===== src/sv/mtwo_pkg.sv =====
// Package for the multi-table wavetable oscillator.
// Holds field widths, action and register codes, defaults and the
// command/status structs between controller and datapath. No dependencies.
`timescale 1ns / 1ps

package mtwo_pkg;

  // Field widths fixed by the item format
  localparam int ACTION_W   = 2;
  localparam int ADDR_W     = 12;
  localparam int SAMPLE_W   = 16;
  localparam int LEN_W      = 13;
  localparam int INC_W      = 32;
  localparam int NUMT_W     = 4;
  localparam int CFG_IDX_W  = 1;
  localparam int CFG_DATA_W = 32;
  localparam int FRAC_W     = 16;

  // Defaults for the top level parameters
  localparam int SAMPLE_DEPTH_DEF = 4096;
  localparam int MAX_TABLES_DEF   = 8;

  // Configuration register indexes
  localparam logic [CFG_IDX_W-1:0] REG_PHASE_INC  = 1'd0;
  localparam logic [CFG_IDX_W-1:0] REG_NUM_TABLES = 1'd1;

  // Item actions
  typedef enum logic [ACTION_W-1:0] {
    ACT_WR_SAMPLE = 2'd0,
    ACT_WR_LEN    = 2'd1,
    ACT_TICK      = 2'd2
  } action_e;

  // Commands from controller to datapath
  typedef struct packed {
    logic wr_sample;
    logic wr_len;
    logic tick_start;
    logic sel;
    logic sum;
    logic mul;
    logic rd0;
    logic rd1;
    logic prod;
    logic fin;
  } cmd_t;

  // Status from datapath to controller
  typedef struct packed {
    logic sum_done;
    logic out_free;
  } stat_t;

endpackage


===== src/sv/mtwo_ctrl.sv =====
// Controller state machine of the wavetable oscillator.
// Sequences one item at a time and issues datapath commands; uses mtwo_pkg.
`timescale 1ns / 1ps

module mtwo_ctrl
  import mtwo_pkg::*;
(
  input  logic                clk_i,
  input  logic                rst_ni,
  input  logic                in_valid_i,
  output logic                in_stall_o,
  input  logic [ACTION_W-1:0] action_i,
  input  stat_t               stat_i,
  output cmd_t                cmd_o
);

  typedef enum logic [7:0] {
    ST_IDLE = 8'b0000_0001,
    ST_SEL  = 8'b0000_0010,
    ST_SUM  = 8'b0000_0100,
    ST_MUL  = 8'b0000_1000,
    ST_RD0  = 8'b0001_0000,
    ST_RD1  = 8'b0010_0000,
    ST_PROD = 8'b0100_0000,
    ST_FIN  = 8'b1000_0000
  } state_e;

  state_e state_q, state_d;
  logic   accept;

  // Items are taken only between ticks
  assign in_stall_o = (state_q != ST_IDLE);
  assign accept     = in_valid_i && (state_q == ST_IDLE);

  // Next state and commands
  always_comb begin
    state_d = state_q;
    cmd_o   = '0;
    case (state_q)
      ST_IDLE: begin
        if (accept) begin
          case (action_e'(action_i))
            ACT_WR_SAMPLE: cmd_o.wr_sample = 1'b1;
            ACT_WR_LEN:    cmd_o.wr_len = 1'b1;
            ACT_TICK: begin
              cmd_o.tick_start = 1'b1;
              state_d = ST_SEL;
            end
            default: ;
          endcase
        end
      end
      ST_SEL: begin
        cmd_o.sel = 1'b1;
        state_d = ST_SUM;
      end
      ST_SUM: begin
        if (stat_i.sum_done) begin
          state_d = ST_MUL;
        end else begin
          cmd_o.sum = 1'b1;
        end
      end
      ST_MUL: begin
        cmd_o.mul = 1'b1;
        state_d = ST_RD0;
      end
      ST_RD0: begin
        cmd_o.rd0 = 1'b1;
        state_d = ST_RD1;
      end
      ST_RD1: begin
        cmd_o.rd1 = 1'b1;
        state_d = ST_PROD;
      end
      ST_PROD: begin
        cmd_o.prod = 1'b1;
        state_d = ST_FIN;
      end
      ST_FIN: begin
        // hold until the output register can take the result
        if (stat_i.out_free) begin
          cmd_o.fin = 1'b1;
          state_d = ST_IDLE;
        end
      end
      default: state_d = ST_IDLE;
    endcase
  end

  always_ff @(posedge clk_i or negedge rst_ni) begin
    if (!rst_ni) begin
      state_q <= ST_IDLE;
    end else begin
      state_q <= state_d;
    end
  end

  // A tick leaves idle for table selection
  a_tick_to_sel: assert property (@(posedge clk_i) disable iff (!rst_ni)
    cmd_o.tick_start |=> state_q == ST_SEL)
    else $error("tick did not enter table selection");

  // The offset walk ends only at the selected table
  a_sum_exit: assert property (@(posedge clk_i) disable iff (!rst_ni)
    (state_q == ST_SUM) && !stat_i.sum_done |=> state_q == ST_SUM)
    else $error("offset walk left early");

  // A finished result returns the block to idle
  a_fin_idle: assert property (@(posedge clk_i) disable iff (!rst_ni)
    cmd_o.fin |=> state_q == ST_IDLE && !in_stall_o)
    else $error("block not idle after result");

endmodule


===== config.mk =====
export PLATFORM = sky130hd
export DESIGN_NAME = mtwo_ctrl
export DESIGN_NICKNAME = d
export VERILOG_FILES = /design/src/sv/mtwo_pkg.sv /design/src/sv/mtwo_ctrl.sv
export SDC_FILE = /design/constraint.sdc
export NUM_CORES = 1
export LEC_CHECK = 0
export BUFFER_PORTS_ARGS = -buffer_cell sky130_fd_sc_hd__buf_2
export CORE_MARGIN = 5
export CORE_UTILIZATION = 37
export DETAILED_ROUTE_END_ITERATION = 8
export SKIP_LAST_GASP = 1
export SLEW_MARGIN = 20
export SYNTH_ARGS = -nofsm -noshare
export SYNTH_HDL_FRONTEND = slang
export SYNTH_SLANG_ARGS = --single-unit

===== constraint.sdc =====
create_clock -name clk_i -period 1.8 [get_ports clk_i]
set_clock_uncertainty 0.15 [all_clocks]
set_input_delay 0.09 -clock clk_i [delete_from_list [all_inputs] [get_ports clk_i]]
set_output_delay 0.09 -clock clk_i [all_outputs]
set_load 0.02 [all_outputs]

==> parameters.txt, run 1 <==
Parameter                              Value

Status
  Outcome ... complete, but fails checks
  Failing checks ... negative setup slack

Setup path
  Critical Path Fanout Max ... 4
  Cell chain of the critical path ... nor4b_4, and2_4, inv_4, nor4b_4, buf_4
  Most prevalent standard cell on the critical path ... sky130_fd_sc_hd__nor4b_4
  Capturing element type of the critical path ... output pin
  Cell at the slowest stage of the critical path ... sky130_fd_sc_hd__dfstp_2
  Cell family with the largest share of critical-path delay ... simple AND/OR/NAND/NOR gates
  Combined buffer and inverter count along the critical path ... 2
  Required time at the worst-slack endpoint ... 1560 ps
  Data arrival, critical path ... 1600 ps
  Startpoint types ... flip-flop
  Stage delay of the slowest cell on the critical path ... 530 ps
  Critical path class ... flip-flop to output pin

Timing
  Endpoints failing setup ... 3
  Final-report max-slew violation count ... 0
  Unrepaired setup endpoints after global routing ... yes
  Final Hold Violating Endpoints ... 0
  Actual slew at the worst max-slew pin ... 303 ps
  Final worst path period share ... 1.02
  Worst hold-check slack ... 44.8 ps
  Fmax ... 543 MHz
  Smallest setup slack after layout ... -42.2 ps
  Relative slew slack ... 0.797
  Final Critical Period ... 1840 ps

Final layout
  Register containing the most flip-flops in the final layout ... state_q
  Layout cells sized above 1 ... 0.586
  Post-layout instance area ... 840 sq um
  Utilization of the core after routing ... 0.637
  Antenna diode instance count ... 0
  Nets ... 95
  Most frequent cells in the layout ... sky130_fd_sc_hd__buf_4, sky130_fd_sc_hd__buf_2, sky130_fd_sc_hd__dfrtp_1, sky130_fd_sc_hd__inv_1, sky130_fd_sc_hd__nor2_1
  Filler-free cell count of the finished design ... slightly above 100
  Largest registers in the final layout ... state_q x8
  Most common cell after layout, fill and taps aside ... sky130_fd_sc_hd__buf_4
  Layout area overhead ... 59.0%
  Max FFs per register ... 8

Route
  DRT antenna net count ... 0
  Number of detailed-route iterations in the first pass ... 4
  Wirelength, routed ... 1380 microns
  DRC violation total after the first TritonRoute iteration ... 7
  Total DRC errors in the routed layout ... 0
  Routed WL per cell ... 13.6 microns
  Via count of the routed design ... 521
  Vias per std cell ... 5.11

Worst hold path
  Kind of path behind the tightest hold check ... primary input to flip-flop

Synth
  Synth warnings ... 0
  Summed instance area of the synthesized netlist ... roughly 530 sq um
  Sequential element share of the synthesized area ... 0.382
  FF+latch count, synth ... 8
  Mean area per synthesized cell ... 9.78 sq um
  Synthesized instance count ... 54
  Cell variety after synth ... 29
  Syn Nets ... 61

CTS
  H-Tree Depth ... 1
  Total clock sinks ... 8
  Clock-pin slew on the worst setup and hold paths ... 50 ps
  Clock tree buffer depth ... 2
  TritonCTS Buffers ... 3
  Library cell used as clock root buffer ... sky130_fd_sc_hd__clkbuf_4
  TritonCTS clock tree ... built
  Insertion delay of the later-clocked pin in the worst-skew pair ... 260 ps

Die
  Die Wd ... 47.8 microns
  Initial cell density of the core ... 0.401
  Area of the placeable core ... between 0.001 and 0.0015 sq mm
  I/O pin count ... 18
  DIE HEIGHT ... 47.8 microns
  Number of placement rows ... 13
  Die area ... 0.00228 sq mm

Global routing
  Number of antenna violations at the first check in global routing ... 0
  Largest net degree at the start of global routing ... 11
  Via count of the first global-routing pass ... 488
  Total GRT Usage ... 0.142
  Global-route wire length before repair ... 2200 microns
  Global route overflow ... 0

Job
  # Max-Cap Violations ... 0

Power and ir drop
  Power density relative to cell area ... 849 mW/mm^2
  Maximum vdd ir drop ... 0.599 mV
  Leakage power ... about 0.43 nW

Placed design
  Detail Placement HPWL ... 1020 microns
  GP Congestion ... 0.689
  Placed cell area ... slightly below 700 sq um
  Number of placed instances, taps included ... 92
  Port Buffers ... 17
## final timing paths
path | start | to | slack, ps | cells past startpoint
hold reg to reg | state_q[5] | state_q[5] | 490 | 2
max in group asynchronous | rst_ni | state_q[0] | 1190 | 2
hold / removal | stat_i[0] | state_q[7] | 40 | 4
min in group asynchronous | rst_ni | state_q[4] | 60 | 2
setup reg to reg | state_q[0] | state_q[0] | 220 | 5
setup / recovery | state_q[0] | cmd_o[9] | -40 | 5
## synth_stat cells
| library cell | n | area share |
|---|---|---|
| sky130_fd_sc_hd__a211oi_1 | 1 | 0.014 |
| sky130_fd_sc_hd__a21oi_1 | 1 | 0.0095 |
| sky130_fd_sc_hd__a221oi_2 | 1 | 0.028 |
| sky130_fd_sc_hd__and2_1 | 1 | 0.012 |
| sky130_fd_sc_hd__and2_4 | 1 | 0.017 |
| sky130_fd_sc_hd__and3_1 | 2 | 0.024 |
| sky130_fd_sc_hd__and4b_1 | 2 | 0.038 |
| sky130_fd_sc_hd__and4b_2 | 1 | 0.021 |
| sky130_fd_sc_hd__buf_2 | 1 | 0.0095 |
| sky130_fd_sc_hd__buf_6 | 1 | 0.021 |
| sky130_fd_sc_hd__dfrtp_1 | 7 | 0.33 |
| sky130_fd_sc_hd__dfstp_2 | 1 | 0.050 |
| sky130_fd_sc_hd__inv_1 | 4 | 0.028 |
| sky130_fd_sc_hd__inv_2 | 1 | 0.0071 |
| sky130_fd_sc_hd__nand2_2 | 1 | 0.012 |
| sky130_fd_sc_hd__nand3_1 | 2 | 0.019 |
| sky130_fd_sc_hd__nand3b_1 | 1 | 0.014 |
| sky130_fd_sc_hd__nand4b_1 | 1 | 0.017 |
| sky130_fd_sc_hd__nor2_1 | 7 | 0.050 |
| sky130_fd_sc_hd__nor2_2 | 1 | 0.012 |
| sky130_fd_sc_hd__nor3_1 | 1 | 0.0095 |
| sky130_fd_sc_hd__nor4_1 | 1 | 0.012 |
| sky130_fd_sc_hd__nor4_4 | 1 | 0.040 |
| sky130_fd_sc_hd__nor4b_1 | 6 | 0.10 |
| sky130_fd_sc_hd__nor4b_2 | 1 | 0.028 |
| sky130_fd_sc_hd__o21ai_0 | 2 | 0.019 |
| sky130_fd_sc_hd__o22ai_1 | 1 | 0.012 |
| sky130_fd_sc_hd__or2_2 | 1 | 0.012 |
| sky130_fd_sc_hd__xor2_1 | 2 | 0.033 |
## metrics by stage
step           power [mW]  TNS [ps]  setup slack (ps)
2_1_floorplan       0.397         0              10.7
3_5_place_dp        0.475     -24.5             -24.5
4_1_cts             0.695      -118             -64.2
3_3_place_gp        0.469         0              21.2
6_report            0.713     -85.1             -42.2
5_1_grt             0.759      -658              -144
## per-layer routing
layer | track usage | routed length, microns | vias up
li1 | - | - | 269
met1 | 0.170 | 574 | 237
met2 | 0.224 | 713 | 13
met3 | 0.0526 | 70 | 2
met4 | 0.0645 | 27 | 0
met5 | 0 | 0 | -
## report_power, final
| part | internal (mW) | total, mW | switching (mW) | leakage [nW] |
|---|---|---|---|---|
| clock | 0.0850 | 0.149 | 0.0637 | 0.0150 |
| combinational | 0.171 | 0.353 | 0.181 | 0.313 |
| sequential | 0.201 | 0.211 | 0.0103 | 0.106 |
## tightest hold or removal path, stage by stage
cell,delay (ps)
sky130_fd_sc_hd__buf_2,90
sky130_fd_sc_hd__nor3_1,60
sky130_fd_sc_hd__a21oi_1,120
sky130_fd_sc_hd__nor2_1,50
## logic make-up (layout without fill, tap and decap cells)
group	after synthesis	in the layout	synth area share
simple gates	31	31	0.436
compound gates	6	6	0.0829
buf+inv	7	40	0.0663
flops	8	8	0.382
xor+xnor	2	2	0.0332
## area by class of cell
| type | instances | area, sq um |
|---|---|---|
| multi-input combinational | 39 | 357 |
| sequential | 8 | 203 |
| fill | 112 | 478 |
| tap | 15 | 18.8 |
| timing repair buffer | 31 | 214 |
| inverter | 5 | 21.3 |
| clock buffer | 4 | 26.3 |
## timing repair
| action | 4_1_cts | 5_1_grt |
|---|---|---|
| pin swaps | 1 | 2 |
| gates resized for setup | 14 | 6 |
| hold endpoints to repair | 9 | 0 |
| setup endpoints to repair | 7 | 9 |
| cloned | 0 | 0 |
| hold buffers | 2 | 0 |
| setup buffers | 3 | 1 |
No activity file was read; power rests on OpenSTA's default activity.
==> run 2, diff against run 1 <==
--- a/config.mk
+++ b/config.mk
@@ -6,9 +6,12 @@
 export NUM_CORES = 1
 export LEC_CHECK = 0
 export BUFFER_PORTS_ARGS = -buffer_cell sky130_fd_sc_hd__buf_2
+export CELL_PAD_IN_SITES_DETAIL_PLACEMENT = 1
+export CELL_PAD_IN_SITES_GLOBAL_PLACEMENT = 2
 export CORE_MARGIN = 5
-export CORE_UTILIZATION = 37
+export CORE_UTILIZATION = 27
 export DETAILED_ROUTE_END_ITERATION = 8
+export PLACE_DENSITY_LB_ADDON = 0.1
 export SKIP_LAST_GASP = 1
 export SLEW_MARGIN = 20
 export SYNTH_ARGS = -nofsm -noshare
==> parameters.txt, run 2 (synthesized netlist as in run 1, its figures left out) <==
Parameter                              Value

CTS
  H-Tree Depth ... 1
  Insertion delay of the later-clocked pin in the worst-skew pair ... 270 ps
  TritonCTS clock tree ... built
  TritonCTS Buffers ... 3
  Clock-pin slew on the worst setup and hold paths ... 60 ps
  Library cell used as clock root buffer ... sky130_fd_sc_hd__clkbuf_4
  Clock tree buffer depth ... 2
  Total clock sinks ... 8

Placed design
  Detail Placement HPWL ... 1140 microns
  Pre-CTS setup slack ... -29.9 ps
  Port Buffers ... 17
  GP Congestion ... ~0.67

Final layout
  Max FFs per register ... 8
  Layout cells sized above 1 ... 0.578
  Most frequent cells in the layout ... sky130_fd_sc_hd__buf_4, sky130_fd_sc_hd__buf_2, sky130_fd_sc_hd__buf_6, sky130_fd_sc_hd__dfrtp_1
  Largest registers in the final layout ... state_q x8
  Layout area overhead ... 69.0%
  Most common cell after layout, fill and taps aside ... sky130_fd_sc_hd__buf_4
  Register containing the most flip-flops in the final layout ... state_q
  Nets ... 98
  Antenna diode instance count ... 0
  Utilization of the core after routing ... 0.464

Timing
  Final Hold Violating Endpoints ... 0
  Final Critical Period ... 1910 ps
  Smallest setup slack after layout ... -113 ps
  Final worst path period share ... 1.06
  Unrepaired setup endpoints after global routing ... yes
  Setup Total Neg Slack ... -250 ps
  Worst hold-check slack ... 23.2 ps
  Relative slew slack ... 0.791
  Actual slew at the worst max-slew pin ... 311 ps
  Final-report max-slew violation count ... 0
  Fmax ... between 500 and 600 MHz
  Endpoints failing setup ... 7

Status
  Failing checks ... negative setup slack
  Outcome ... complete, but fails checks

Die
  DIE HEIGHT ... around 54 microns
  Area of the placeable core ... 0.00192 sq mm
  Number of placement rows ... 16
  Initial cell density of the core ... 0.275
  I/O pin count ... 18
  Die area ... between 0.002 and 0.003 sq mm
  Die Wd ... 54.2 microns

Power and ir drop
  Maximum vdd ir drop ... 0.613 mV
  Leakage power ... approximately 0.45 nW
  Power density relative to cell area ... 880 mW/mm^2
  Post-route total power ... around 0.8 mW

Setup path
  Capturing element type of the critical path ... output pin
  Data arrival, critical path ... approximately 1700 ps
  Critical Path Fanout Max ... 3
  Required time at the worst-slack endpoint ... around 1600 ps
  Critical path class ... flip-flop to output pin
  Setup slack, reg-to-reg ... 110 ps
  Startpoint types ... flip-flop

Route
  Routed WL per cell ... 14.0 microns
  Via count of the routed design ... 558
  DRC violation total after the first TritonRoute iteration ... 2
  Number of detailed-route iterations in the first pass ... 4
  DRT antenna net count ... 0
  Total DRC errors in the routed layout ... 0
  Vias per std cell ... 4.77
  Wirelength, routed ... between 1500 and 2000 microns

Worst hold path
  Kind of path behind the tightest hold check ... primary input to flip-flop

Global routing
  Global-route wire length before repair ... 2720 microns
  Total GRT Usage ... 0.135
  Global route overflow ... 0
  Via count of the first global-routing pass ... 593
  Largest net degree at the start of global routing ... 11
  Number of antenna violations at the first check in global routing ... 0

Job
  # Max-Cap Violations ... 0
run 2: worst max-delay path, cell delays in order, from the launching register on:
cell and delay, ps:
sky130_fd_sc_hd__dfstp_2 560, sky130_fd_sc_hd__nor4b_4 210, sky130_fd_sc_hd__and2_4 210, sky130_fd_sc_hd__inv_4 40, sky130_fd_sc_hd__nor4b_4 210, sky130_fd_sc_hd__buf_4 180
run 2: power by group:
group	total (mW)	internal [mW]	leakage [nW]	switching, mW
clock network	0.160	0.0856	0.0150	0.0749
registers	0.218	0.201	0.108	0.0169
logic	0.406	0.216	0.332	0.190
run 2: metal layers:
metal | track usage | vias to the layer above | wire (microns)
met1 | 0.149 | 268 | 700
met4 | 0.0622 | 0 | 24
met5 | 0 | - | 0
met2 | 0.229 | 13 | 831
met3 | 0.0490 | 5 | 80
li1 | - | 272 | -
run 2: final timing paths:
path | start | endpoint | cells after the start
setup / recovery | state_q[0] | cmd_o[9] | 5
hold / removal | stat_i[0] | state_q[7] | 4
setup reg to reg | state_q[5] | state_q[0] | 7
hold reg to reg | state_q[5] | state_q[5] | 2
max in group asynchronous | rst_ni | state_q[0] | 2
min in group asynchronous | rst_ni | state_q[5] | 2
run 2: layout make-up:
type	count	area [sq um]
fill	229	1030
clock buffer	4	26.3
tap	27	33.8
sequential	8	201
multi-input combinational	39	350
inverter	5	21.3
timing repair buffer	34	259
run 2: per-stage QoR:
stage | cell area, sq um | cells
2_1_floorplan | 537 | 54
3_3_place_gp | 707 | 105
3_5_place_dp | 707 | 105
4_1_cts | 862 | 116
5_1_grt | 892 | 117
6_report | 892 | 117
run 2: repair_timing:
item                                    4_1_cts  5_1_grt
hold buffers                                  2        0
pin swaps                                     7        2
setup buffers                                 5        1
gates resized for setup                      18        6
hold endpoints to repair                      9        0
endpoints found under the setup margin       10       12
==> run 3, diff against run 2 <==
==> constraint.sdc (replaced) <==
create_clock -name clk_i -period 1.8 [get_ports clk_i]
set_clock_uncertainty 0.15 [all_clocks]
set_input_delay 0.36 -clock clk_i [delete_from_list [all_inputs] [get_ports clk_i]]
set_output_delay 0.36 -clock clk_i [all_outputs]
set_load 0.02 [all_outputs]
==> parameters.txt, run 3 (synthesized netlist as in run 1, its figures left out) <==
Parameter                              Value

Status
  Outcome ... complete, but fails checks
  Failing checks ... negative setup slack

CTS
  TritonCTS clock tree ... built
  Clock tree buffer depth ... 2
  TritonCTS Buffers ... 3
  Total clock sinks ... 8
  Clock-pin slew on the worst setup and hold paths ... 60 ps
  Library cell used as clock root buffer ... sky130_fd_sc_hd__clkbuf_4
  Insertion delay of the later-clocked pin in the worst-skew pair ... 270 ps
  H-Tree Depth ... 1

Die
  Initial cell density of the core ... 0.275
  Die Wd ... 54.2 microns
  Area of the placeable core ... 0.00192 sq mm
  DIE HEIGHT ... 54.2 microns
  Die area ... 0.00294 sq mm
  I/O pin count ... 18
  Number of placement rows ... 16

Final layout
  Layout cells sized above 1 ... 0.728
  Filler-free cell count of the finished design ... 130
  Max FFs per register ... 8
  Nets ... about 110
  Most common cell after layout, fill and taps aside ... sky130_fd_sc_hd__buf_4
  Register containing the most flip-flops in the final layout ... state_q
  Largest registers in the final layout ... state_q x8
  Antenna diode instance count ... 0
  Layout area overhead ... 109%
  Most frequent cells in the layout ... sky130_fd_sc_hd__buf_4, sky130_fd_sc_hd__buf_6, sky130_fd_sc_hd__buf_2, sky130_fd_sc_hd__dfrtp_1

Setup path
  Setup slack, reg-to-reg ... 50 ps
  Data arrival, critical path ... 1640 ps
  Reg2Reg Depth ... 8
  Capture instance of the worst register-to-register path ... state_q[0]
  Critical Path Fanout Max ... 3
  Worst reg2reg startpoint ... state_q[0]
  Startpoint types ... flip-flop
  Critical path class ... flip-flop to output pin
  Required time at the worst-slack endpoint ... 1290 ps
  Capturing element type of the critical path ... output pin

Timing
  Smallest setup slack after layout ... -351 ps
  Worst hold-check slack ... 182 ps
  Final Critical Period ... 2150 ps
  Final Hold Violating Endpoints ... 0
  Endpoints failing setup ... 11
  Final-report max-slew violation count ... 0
  Actual slew at the worst max-slew pin ... 357 ps
  Relative slew slack ... 0.760
  Setup Total Neg Slack ... -3200 ps
  Final worst path period share ... 1.19
  Unrepaired setup endpoints after global routing ... yes
  Fmax ... 465 MHz

Worst hold path
  Source of the worst hold timing path ... stat_i[1]
  Kind of path behind the tightest hold check ... primary input to flip-flop
  Hold path depth ... 3
  Endpoint, Worst Hold ... state_q[3]

Global routing
  Global-route wire length before repair ... 2770 microns
  Global route overflow ... 0
  Via count of the first global-routing pass ... around 600
  Largest net degree at the start of global routing ... 11
  Total GRT Usage ... 0.144
  Number of antenna violations at the first check in global routing ... 0

Route
  Vias per std cell ... 4.75
  Total DRC errors in the routed layout ... 0
  Wirelength, routed ... just under 2000 microns
  Routed WL per cell ... 15.0 microns
  DRT antenna net count ... 0
  Number of detailed-route iterations in the first pass ... 4
  DRC violation total after the first TritonRoute iteration ... 3
  Via count of the routed design ... 617

Power and ir drop
  Power density relative to cell area ... about 890 mW/mm^2
  Maximum vdd ir drop ... approximately 0.65 mV
  Leakage power ... around 0.54 nW
  Post-route total power ... ~1 mW

Placed design
  Port Buffers ... 17
  Pre-CTS setup slack ... -249 ps
  Number of placed instances, taps included ... 113
  GP Congestion ... 0.693
  Detail Placement HPWL ... around 1200 microns

Job
  # Max-Cap Violations ... 0
==> run 3: cell types whose count changed in the layout (fill, tap and decap cells not counted), moves of 2 or more <==
cell / change
sky130_fd_sc_hd__and3_4: +2
sky130_fd_sc_hd__nor2_4: +2
sky130_fd_sc_hd__and3_1: -2
sky130_fd_sc_hd__buf_6: +8
sky130_fd_sc_hd__buf_2: -4
sky130_fd_sc_hd__buf_4: +10
sky130_fd_sc_hd__nand3_4: +2
==> run 3: where the power goes <==
group	internal, mW	switching, mW
combinational	0.354	0.262
sequential	0.201	0.0115
clock	0.0853	0.0702
total	0.641	0.344
==> run 3: worst max-delay path by stage <==
| stage | slack, ps | cells after the start | endpoint | start |
|---|---|---|---|---|
| after floorplan | -260 | 3 | cmd_o[2] | state_q[1] |
| after global placement | -220 | 5 | cmd_o[9] | state_q[0] |
| after detailed placement | -250 | 5 | cmd_o[9] | state_q[0] |
| after CTS | -370 | 5 | cmd_o[9] | state_q[7] |
| after global routing | -430 | 5 | cmd_o[9] | state_q[0] |
| final | -350 | 5 | cmd_o[9] | state_q[7] |
==> run 3: what timing repair did <==
item                       4_1_cts  5_1_grt
hold buffers                     1        0
resized for setup               33       14
hold endpoints to repair         7        0
pin swaps                        7       10
setup endpoints to repair       11       12
buffers inserted                 4        8
==> run 3: cell type report <==
cell class	count	area, sq um
Sequential cell	8	201
Inverter	5	21.3
Multi-Input combinational cell	39	428
Timing Repair Buffer	47	394
Clock buffer	4	26.3
Fill cell	226	817
Tap cell	27	33.8
==> run 3: layer usage <==
layer / vias to the layer above / GRT usage / routed length, microns
met5: - / 0 / 0
met4: 0 / 0.0747 / 40
met3: 5 / 0.0599 / 94
met2: 14 / 0.251 / 1050
met1: 298 / 0.144 / 767
li1: 300 / - / -
==> run 3: stage by stage <==
step	instance area (sq um)	utilization
finish	1100	0.575
global route	1100	0.575
CTS	967	0.503
detailed placement	781	0.406
global placement	781	0.406
floorplan	551	-
==> run 3: critical path, cell delays in order, from the launching register on <==
cell and delay (ps):
sky130_fd_sc_hd__dfrtp_1 410, sky130_fd_sc_hd__nor4_4 330, sky130_fd_sc_hd__and2_4 220, sky130_fd_sc_hd__inv_4 40, sky130_fd_sc_hd__nor4b_4 190, sky130_fd_sc_hd__buf_4 180
